<file path="src/design/nsmt_pkg.sv">
// ----------------------------------------------------------------------------
// nsmt_pkg
// Shared types and constants of the n-shot modifier tracker.
// ----------------------------------------------------------------------------
package nsmt_pkg;

  // widths fixed by the event and register formats
  localparam int unsigned KeyW     = 16;
  localparam int unsigned ModW     = 8;
  localparam int unsigned CntW     = 5;
  localparam int unsigned LimW     = 4;
  localparam int unsigned CfgDataW = 64;
  localparam int unsigned CfgIdxW  = 3;
  localparam int unsigned MaxSlots = 8;

  typedef logic [CfgIdxW-1:0] cfg_idx_t;

  // configuration register indexes
  localparam cfg_idx_t CFG_TRIG_LO   = 3'd0;
  localparam cfg_idx_t CFG_TRIG_HI   = 3'd1;
  localparam cfg_idx_t CFG_MASKS     = 3'd2;
  localparam cfg_idx_t CFG_ALT_MASKS = 3'd3;
  localparam cfg_idx_t CFG_LIMITS    = 3'd4;
  localparam cfg_idx_t CFG_ROLL      = 3'd5;

  // reset values
  localparam logic [31:0]     LimitsRst = 32'h1111_1111;
  localparam logic [ModW-1:0] RollRst   = 8'hFF;

  // slot phase: key up or down, queued or used
  typedef enum logic [1:0] {
    PH_UP_UNQ    = 2'd0,
    PH_UP_Q      = 2'd1,
    PH_DN_UNUSED = 2'd2,
    PH_DN_USED   = 2'd3
  } phase_e;

  typedef struct packed {
    phase_e          phase;
    logic [CntW-1:0] count;
    logic            had_press;
  } slot_st_t;

  // effect of one slot on the modifier byte
  typedef struct packed {
    logic set;
    logic clr;
  } slot_op_t;

endpackage

</file>
<file path="src/design/nsmt_if.sv">
// ----------------------------------------------------------------------------
// nsmt_if
// Valid/ready channels for key event requests and modifier results.
// ----------------------------------------------------------------------------
interface nsmt_evt_if;
  logic        valid;
  logic        ready;
  logic [15:0] key_code;
  logic        pressed;
  logic        alt_sel;
  logic        is_cancel;
  logic        is_ignored;

  modport source (
    output valid, key_code, pressed, alt_sel, is_cancel, is_ignored,
    input  ready
  );
  modport sink (
    input  valid, key_code, pressed, alt_sel, is_cancel, is_ignored,
    output ready
  );
endinterface

interface nsmt_res_if;
  logic       valid;
  logic       ready;
  logic [7:0] active_mods;

  modport source (output valid, active_mods, input ready);
  modport sink (input valid, active_mods, output ready);
endinterface

</file>
<file path="src/design/nsmt_slot.sv">
// ----------------------------------------------------------------------------
// nsmt_slot
// Next state of one n-shot slot and its effect on the modifier byte.
// ----------------------------------------------------------------------------
module nsmt_slot (
  input  nsmt_pkg::slot_st_t     st_i,
  input  logic                   match_i,
  input  logic                   pressed_i,
  input  logic                   is_cancel_i,
  input  logic                   is_ignored_i,
  input  logic [3:0]             limit_i,
  input  logic                   roll_i,
  output nsmt_pkg::slot_st_t     st_o,
  output nsmt_pkg::slot_op_t     op_o
);
  import nsmt_pkg::*;

  logic [CntW-1:0] target;
  phase_e          ph;
  logic [CntW-1:0] cnt;
  logic            had;
  slot_op_t        op;

  assign target = {1'b0, limit_i} << 1;

  always_comb begin
    ph  = st_i.phase;
    cnt = st_i.count;
    had = st_i.had_press;
    op  = '0;
    if (match_i) begin
      // trigger key: arm on press, queue or drop on release
      if (pressed_i) begin
        op.set = (ph == PH_UP_UNQ);
        ph     = PH_DN_UNUSED;
        cnt    = '0;
        had    = roll_i;
      end else if (ph == PH_DN_UNUSED) begin
        ph = PH_UP_Q;
      end else if (ph == PH_DN_USED) begin
        ph     = PH_UP_UNQ;
        op.clr = 1'b1;
      end
    end else if (pressed_i) begin
      // other key press: cancel, count a shot, or mark the mod used
      if (is_cancel_i && ph != PH_UP_UNQ) begin
        ph     = PH_UP_UNQ;
        cnt    = '0;
        had    = roll_i;
        op.clr = 1'b1;
      end else if (ph == PH_UP_Q && !is_ignored_i) begin
        cnt = cnt + 5'd1;
        had = 1'b1;
        if (cnt == target) begin
          ph     = PH_UP_UNQ;
          cnt    = '0;
          had    = roll_i;
          op.clr = 1'b1;
        end
      end else if (ph == PH_DN_UNUSED) begin
        had = 1'b1;
      end
    end else if (!is_ignored_i) begin
      // other key release
      if (ph == PH_DN_UNUSED) begin
        if (had) begin
          ph = PH_DN_USED;
        end
      end else if (ph == PH_UP_Q) begin
        if (had) begin
          cnt = cnt + 5'd1;
        end
        if (cnt == target) begin
          ph     = PH_UP_UNQ;
          cnt    = '0;
          had    = roll_i;
          op.clr = 1'b1;
        end
      end
    end
    st_o = '{phase: ph, count: cnt, had_press: had};
    op_o = op;
  end

endmodule

</file>
<file path="src/design/nshot_modifier_tracker.sv">
// ----------------------------------------------------------------------------
// nshot_modifier_tracker
// Tracks n-shot modifier slots over key events and reports the modifier byte.
// ----------------------------------------------------------------------------
// path: an accepted request goes through the event register, then the result register, to res_o
// throughput: one request per cycle, set by the event register feeding the
//   slot logic and the result register; a stalled result holds the event
//   register, which then blocks further requests
// reset: slots up and unqueued, modifier byte zero, limits one, roll all on
module nshot_modifier_tracker #(
  parameter int unsigned SLOTS = 8
) (
  input  logic                          clk_i,
  input  logic                          rst_ni,
  nsmt_evt_if.sink                      evt_i,
  nsmt_res_if.source                    res_o,
  input  logic                          cfg_we_i,
  input  nsmt_pkg::cfg_idx_t            cfg_idx_i,
  input  logic [nsmt_pkg::CfgDataW-1:0] cfg_wdata_i
);
  import nsmt_pkg::*;

  // configuration registers
  logic [63:0]     trig_lo_q, trig_hi_q, masks_q, alt_masks_q;
  logic [31:0]     limits_q;
  logic [ModW-1:0] roll_q;

  // event register
  logic            evt_valid_q;
  logic [KeyW-1:0] key_q;
  logic            pressed_q, alt_q, cancel_q, ignored_q;

  // result register
  logic            res_valid_q;
  logic [ModW-1:0] res_mods_q;

  // tracker state
  slot_st_t        slot_q [SLOTS];
  slot_st_t        slot_d [SLOTS];
  slot_op_t        op     [SLOTS];
  logic [ModW-1:0] mask   [SLOTS];
  logic [ModW-1:0] held_q, held_d;

  logic advance;

  assign advance     = evt_valid_q && (!res_valid_q || res_o.ready);
  assign evt_i.ready = !evt_valid_q || advance;

  // configuration writes
  always_ff @(posedge clk_i or negedge rst_ni) begin
    if (!rst_ni) begin
      trig_lo_q   <= '0;
      trig_hi_q   <= '0;
      masks_q     <= '0;
      alt_masks_q <= '0;
      limits_q    <= LimitsRst;
      roll_q      <= RollRst;
    end else if (cfg_we_i) begin
      unique case (cfg_idx_i)
        CFG_TRIG_LO:   trig_lo_q   <= cfg_wdata_i;
        CFG_TRIG_HI:   trig_hi_q   <= cfg_wdata_i;
        CFG_MASKS:     masks_q     <= cfg_wdata_i;
        CFG_ALT_MASKS: alt_masks_q <= cfg_wdata_i;
        CFG_LIMITS:    limits_q    <= cfg_wdata_i[31:0];
        CFG_ROLL:      roll_q      <= cfg_wdata_i[ModW-1:0];
        default: ;
      endcase
    end
  end

  // event register
  always_ff @(posedge clk_i or negedge rst_ni) begin
    if (!rst_ni) begin
      evt_valid_q <= 1'b0;
    end else if (evt_i.ready) begin
      evt_valid_q <= evt_i.valid;
    end
  end

  always_ff @(posedge clk_i) begin
    if (evt_i.valid && evt_i.ready) begin
      key_q     <= evt_i.key_code;
      pressed_q <= evt_i.pressed;
      alt_q     <= evt_i.alt_sel;
      cancel_q  <= evt_i.is_cancel;
      ignored_q <= evt_i.is_ignored;
    end
  end

  // per-slot update
  for (genvar i = 0; i < SLOTS; i++) begin : g_slot
    logic [KeyW-1:0] trig;
    if (i < 4) begin : g_lo
      assign trig = trig_lo_q[KeyW*i +: KeyW];
    end else begin : g_hi
      assign trig = trig_hi_q[KeyW*(i-4) +: KeyW];
    end

    assign mask[i] = alt_q ? alt_masks_q[ModW*i +: ModW] : masks_q[ModW*i +: ModW];

    nsmt_slot u_slot (
      .st_i        (slot_q[i]),
      .match_i     (key_q == trig),
      .pressed_i   (pressed_q),
      .is_cancel_i (cancel_q),
      .is_ignored_i(ignored_q),
      .limit_i     (limits_q[LimW*i +: LimW]),
      .roll_i      (roll_q[i]),
      .st_o        (slot_d[i]),
      .op_o        (op[i])
    );

    always_ff @(posedge clk_i or negedge rst_ni) begin
      if (!rst_ni) begin
        slot_q[i] <= '{phase: PH_UP_UNQ, count: '0, had_press: 1'b0};
      end else if (advance) begin
        slot_q[i] <= slot_d[i];
      end
    end
  end

  // slots act on the modifier byte in index order
  always_comb begin
    held_d = held_q;
    for (int unsigned i = 0; i < SLOTS; i++) begin
      if (op[i].set) begin
        held_d = held_d | mask[i];
      end
      if (op[i].clr) begin
        held_d = held_d & ~mask[i];
      end
    end
  end

  // modifier byte and result register
  always_ff @(posedge clk_i or negedge rst_ni) begin
    if (!rst_ni) begin
      held_q      <= '0;
      res_valid_q <= 1'b0;
    end else begin
      if (advance) begin
        held_q <= held_d;
      end
      if (advance) begin
        res_valid_q <= 1'b1;
      end else if (res_o.ready) begin
        res_valid_q <= 1'b0;
      end
    end
  end

  always_ff @(posedge clk_i) begin
    if (advance) begin
      res_mods_q <= held_d;
    end
  end

  assign res_o.valid       = res_valid_q;
  assign res_o.active_mods = res_mods_q;

endmodule

</file>
<file path="src/flat_wrapper.sv">
// flat-port wrapper written by rule: the top's interface ports become plain ports
module nshot_modifier_tracker_flat import nsmt_pkg::*;
#(
  parameter int unsigned SLOTS = 8
)
  (clk_i, rst_ni, cfg_we_i, cfg_idx_i, cfg_wdata_i, evt_i_valid, evt_i_key_code, evt_i_pressed, evt_i_alt_sel, evt_i_is_cancel, evt_i_is_ignored, evt_i_ready, res_o_valid, res_o_active_mods, res_o_ready);
  nsmt_evt_if evt_i_i ();
  nsmt_res_if res_o_i ();
  input  logic clk_i;
  input  logic rst_ni;
  input  logic cfg_we_i;
  input  nsmt_pkg::cfg_idx_t cfg_idx_i;
  input  logic [nsmt_pkg::CfgDataW-1:0] cfg_wdata_i;
  input wire logic [$bits(evt_i_i.valid)-1:0] evt_i_valid;
  input wire logic [$bits(evt_i_i.key_code)-1:0] evt_i_key_code;
  input wire logic [$bits(evt_i_i.pressed)-1:0] evt_i_pressed;
  input wire logic [$bits(evt_i_i.alt_sel)-1:0] evt_i_alt_sel;
  input wire logic [$bits(evt_i_i.is_cancel)-1:0] evt_i_is_cancel;
  input wire logic [$bits(evt_i_i.is_ignored)-1:0] evt_i_is_ignored;
  output wire logic [$bits(evt_i_i.ready)-1:0] evt_i_ready;
  output wire logic [$bits(res_o_i.valid)-1:0] res_o_valid;
  output wire logic [$bits(res_o_i.active_mods)-1:0] res_o_active_mods;
  input wire logic [$bits(res_o_i.ready)-1:0] res_o_ready;
  assign evt_i_i.valid = evt_i_valid;
  assign evt_i_i.key_code = evt_i_key_code;
  assign evt_i_i.pressed = evt_i_pressed;
  assign evt_i_i.alt_sel = evt_i_alt_sel;
  assign evt_i_i.is_cancel = evt_i_is_cancel;
  assign evt_i_i.is_ignored = evt_i_is_ignored;
  assign evt_i_ready = evt_i_i.ready;
  assign res_o_valid = res_o_i.valid;
  assign res_o_active_mods = res_o_i.active_mods;
  assign res_o_i.ready = res_o_ready;
  nshot_modifier_tracker #(.SLOTS(SLOTS)) u_core (.clk_i(clk_i), .rst_ni(rst_ni), .evt_i(evt_i_i), .res_o(res_o_i), .cfg_we_i(cfg_we_i), .cfg_idx_i(cfg_idx_i), .cfg_wdata_i(cfg_wdata_i));
endmodule
</file>
<file path="config.mk">
export PLATFORM = sky130hd
export DESIGN_NAME = nshot_modifier_tracker_flat
export DESIGN_NICKNAME = d
export VERILOG_FILES = /design/src/design/nsmt_pkg.sv /design/src/design/nsmt_if.sv /design/src/design/nsmt_slot.sv /design/src/design/nshot_modifier_tracker.sv /design/src/flat_wrapper.sv
export SDC_FILE = /design/constraint.sdc
export NUM_CORES = 1
export LEC_CHECK = 0
export BUFFER_PORTS_ARGS = -buffer_cell sky130_fd_sc_hd__buf_2
export CAP_MARGIN = 20
export CORE_UTILIZATION = 63
export CTS_CLUSTER_DIAMETER = 120
export DETAILED_ROUTE_END_ITERATION = 10
export PLACE_DENSITY = 0.91
export SLEW_MARGIN = 20
export SYNTH_ARGS = -nofsm -noshare
export SYNTH_HDL_FRONTEND = slang
export SYNTH_HIERARCHICAL = 1
export SYNTH_SLANG_ARGS = --single-unit
</file>
<file path="constraint.sdc">
create_clock -name clk_i -period 4 [get_ports clk_i]
set_input_delay 0.8 -clock clk_i [delete_from_list [all_inputs] [get_ports clk_i]]
set_output_delay 0.8 -clock clk_i [all_outputs]
set_load 0.01 [all_outputs]
</file>
==> flow_summary.json <==
{
  "status": "completed",
  "hold_viol_final": 0,
  "syn_inst": 2191,
  "finalSetupTns_ps": 0,
  "drt_wl_total_um": 68000,
  "die_h_um": 199,
  "cp_data_arrival_time_ps": 4000,
  "grt_pass1_vias": 18900,
  "cp_slowest_cell": "a2111oi_2",
  "crit_path_start_kind": "flop",
  "ant_nets": 0,
  "synthMuxAreaShare": 0.208,
  "synth-edff-count": 28,
  "crit_type": "reg2reg",
  "max_stage_delay_ps": 510,
  "path_clk_slew_ps": 60,
  "fp.coreArea_um2": 38000,
  "layout_commonest_cell": "mux2_2",
  "first_pass_iters": 6,
  "slew_violations": 0,
  "power_frac_seq": 0.450,
  "cts_tree": "done",
  "cts_resized": 0,
  "drc": 0,
  "ys_ff_latch": 398,
  "synth-simple-area-share": 0.102,
  "worst-slew-pin-transition_ps": 1010,
  "wl_per_cell_um": 24.3,
  "cp.required_ps": 4300,
  "gr-usage-met2": 0.570,
  "vias": 18700,
  "synthFlopType": "dfrtp_1",
  "use_met1": 0.438,
  "rsz0062_at_grt": "false",
  "io_pins": 102,
  "dp_hpwl_um": 46300,
  "layout.area.seq_um2": 10100,
  "syn_nets": 2331,
  "yosys_warnings": 6,
  "post-route-period-util": 0.925,
  "gp_congestion": 0.946,
  "grt_usage": 0.347,
  "yosysUniqueCellTypes": 63,
  "synth_compound_area_frac": 0.123,
  "die_w_um": 199,
  "ir_drop_v": 0.000432,
  "numCtsBuffers": 43,
  "finalPower_w": 0.0121,
  "cts_setup_buffers": 0,
  "setup_viol": 0,
  "post-route-util": 0.703,
  "drive_gt1_frac": 0.333,
  "power_switching_w": 0.00364,
  "synthAdderAreaFrac": 0.0245,
  "leakage_nw": 11.2,
  "synth_top_family_by_area": "multiplexers",
  "multi_input_area_um2": 13300,
  "drt_first_iter_violations": 2075,
  "fin_crit_ps": 3700,
  "worstSetupEndpointType": "flop",
  "swShare": 0.300,
  "crit_family": "compound AO/OA/AOI/OAI gates",
  "holdBufCountCts": 0,
  "grt_max_degree": 107,
  "cts.sinks": 398,
  "fin_area_um2": 26700,
  "dpl_worst_slack_ps": 397,
  "io_buffers": 101,
  "clockPowerShare": 0.330,
  "yosysTopAreaCellShare": 0.361,
  "skew_ps": 32.6,
  "max_slew_margin": 0.327,
  "use_met3": 0.0579,
  "maxCapViolCount": 0,
  "synth_area_leader_cell": "dfrtp_1",
  "yosysSeqAreaShare": 0.413,
  "clk_path_buf_depth": 3,
  "cp_cell_sequence": "ha_1, and3_2, a21oi_1, a2111oi_2, a21oi_2, a21o_1, o21ai_1, nor2b_1, buf_4, a22oi_1, o21ai_0, o31ai_2, a22oi_2",
  "p_int_w": 0.00847,
  "synth_area_um2": 24500,
  "vias_per_cell": 6.66,
  "hold_class": "in2async",
  "nets": 2389,
  "clk_latency_ps": 570,
  "antenna_found_initial": 5,
  "synth.area.top_cells": "dfrtp_1, mux2_2, xnor2_1, edfxtp_1, ha_1",
  "async_flop_share": 0.930,
  "critPathBufInv": 1,
  "synth.avg_cell_area_um2": 11.2,
  "fill_cells": 2553,
  "synth_xor_area_frac": 0.0796,
  "fin_ws_ps": 300,
  "power_frac_comb": 0.220,
  "power_density_nw_per_um2": 453,
  "path_max_fanout": 9,
  "overflow": 0,
  "fmax_mhz": 270,
  "fp.dieArea_um2": 39700,
  "std_cell_rows": 71,
  "grt_busiest_layer": "met2",
  "grt_first_pass_wirelength_um": 106000,
  "post_dp_cell_area_um2": 25300,
  "area_growth_pct": 9.01,
  "mostFrequentLayoutCells": "mux2_2, dfrtp_1, xnor2_1",
  "htree_levels": 2,
  "initial_core_util": 0.645,
  "cts_root_buf": "clkbuf_16"
}
## sequential cells by signal (all words and copies together), names as in the netlist, 8 cells and up
register                  count
u_core/key_q                 16
u_core/slot_q                64
u_core/trig_lo_q             64
u_core/limits_q              32
u_core/masks_q               64
u_core/roll_q                 8
u_core/held_q                 8
u_core/alt_masks_q           64
u_core/trig_hi_q             64
u_core/res_o.active_mods      8
## cell usage after synthesis (17+ instances only)
| library cell | instances |
|---|---|
| nor2_1 | 40 |
| buf_2 | 39 |
| nand3b_1 | 17 |
| mux2i_1 | 40 |
| nand2b_1 | 19 |
| o21ai_0 | 32 |
| o22ai_1 | 32 |
| ha_1 | 48 |
| nand4_1 | 56 |
| a22oi_1 | 24 |
| a32oi_1 | 32 |
| inv_1 | 73 |
| xnor2_1 | 184 |
| a21oi_1 | 87 |
| nand2_1 | 147 |
| a31oi_1 | 40 |
| nor3_1 | 25 |
| nand3_1 | 49 |
| edfxtp_1 | 28 |
| mux2_2 | 408 |
| xor2_1 | 24 |
| clkbuf_1 | 35 |
| dfrtp_1 | 354 |
## power by group through the flow
stage	combinational [W]	clock [W]	sequential (W)
2_1_floorplan	0.00199	0	0.00525
3_3_place_gp	0.00247	0	0.00540
3_5_place_dp	0.00259	0	0.00548
4_1_cts	0.00263	0.00403	0.00543
5_1_grt	0.00283	0.00419	0.00552
6_report	0.00266	0.00400	0.00545
## metal layers
layer / up-vias / share of wire
met5: - / 0
met4: 0 / 0.059
met3: 245 / 0.084
met2: 1055 / 0.48
met1: 9252 / 0.38
li1: 8106 / -
## final timing paths
| path | startpoint | to | slack, ps | depth (start not counted) |
|---|---|---|---|---|
| max in group asynchronous | rst_ni | u_core/limits_q[0] | 2650 | 2 |
| worst max-delay path | u_core/slot_q[41] | u_core/res_o.active_mods[6] | 300 | 13 |
| worst max register to register | u_core/slot_q[41] | u_core/res_o.active_mods[6] | 300 | 13 |
| min in group clk_i | evt_i_key_code[1] | u_core/key_q[1] | 420 | 1 |
| worst min-delay path | rst_ni | u_core/evt_valid_q | 310 | 1 |
| worst min register to register | u_core/masks_q[30] | u_core/masks_q[30] | 500 | 1 |
## cell families (layout without fill, tap and decap cells)
group                      count (synthesis)  count (layout)
adders and majority gates                 48              48
and+or+nand+nor                          466             466
buffers and inverters                    215             308
muxes                                    456             456
other                                      0               6
DFF                                      398             398
xor gates and xnor gates                 216             216
AOI/OAI and AO/OA                        392             392
## per-stage QoR
step	cells	hold slack (ps)
2_1_floorplan	2191	457
3_3_place_gp	2715	482
3_5_place_dp	2715	489
4_1_cts	2795	349
5_1_grt	2800	374
6_report	2801	314
## final cells by class
cell class,instances,area share
Tap cell,511,0.0239
Antenna cell,6,0.000561
Clock inverter,12,0.00430
Inverter,81,0.0114
Sequential cell,398,0.378
Timing Repair Buffer,147,0.0359
Clock buffer,68,0.0491
Multi-Input combinational cell,1578,0.496
(Power assumes the default switching activity.)
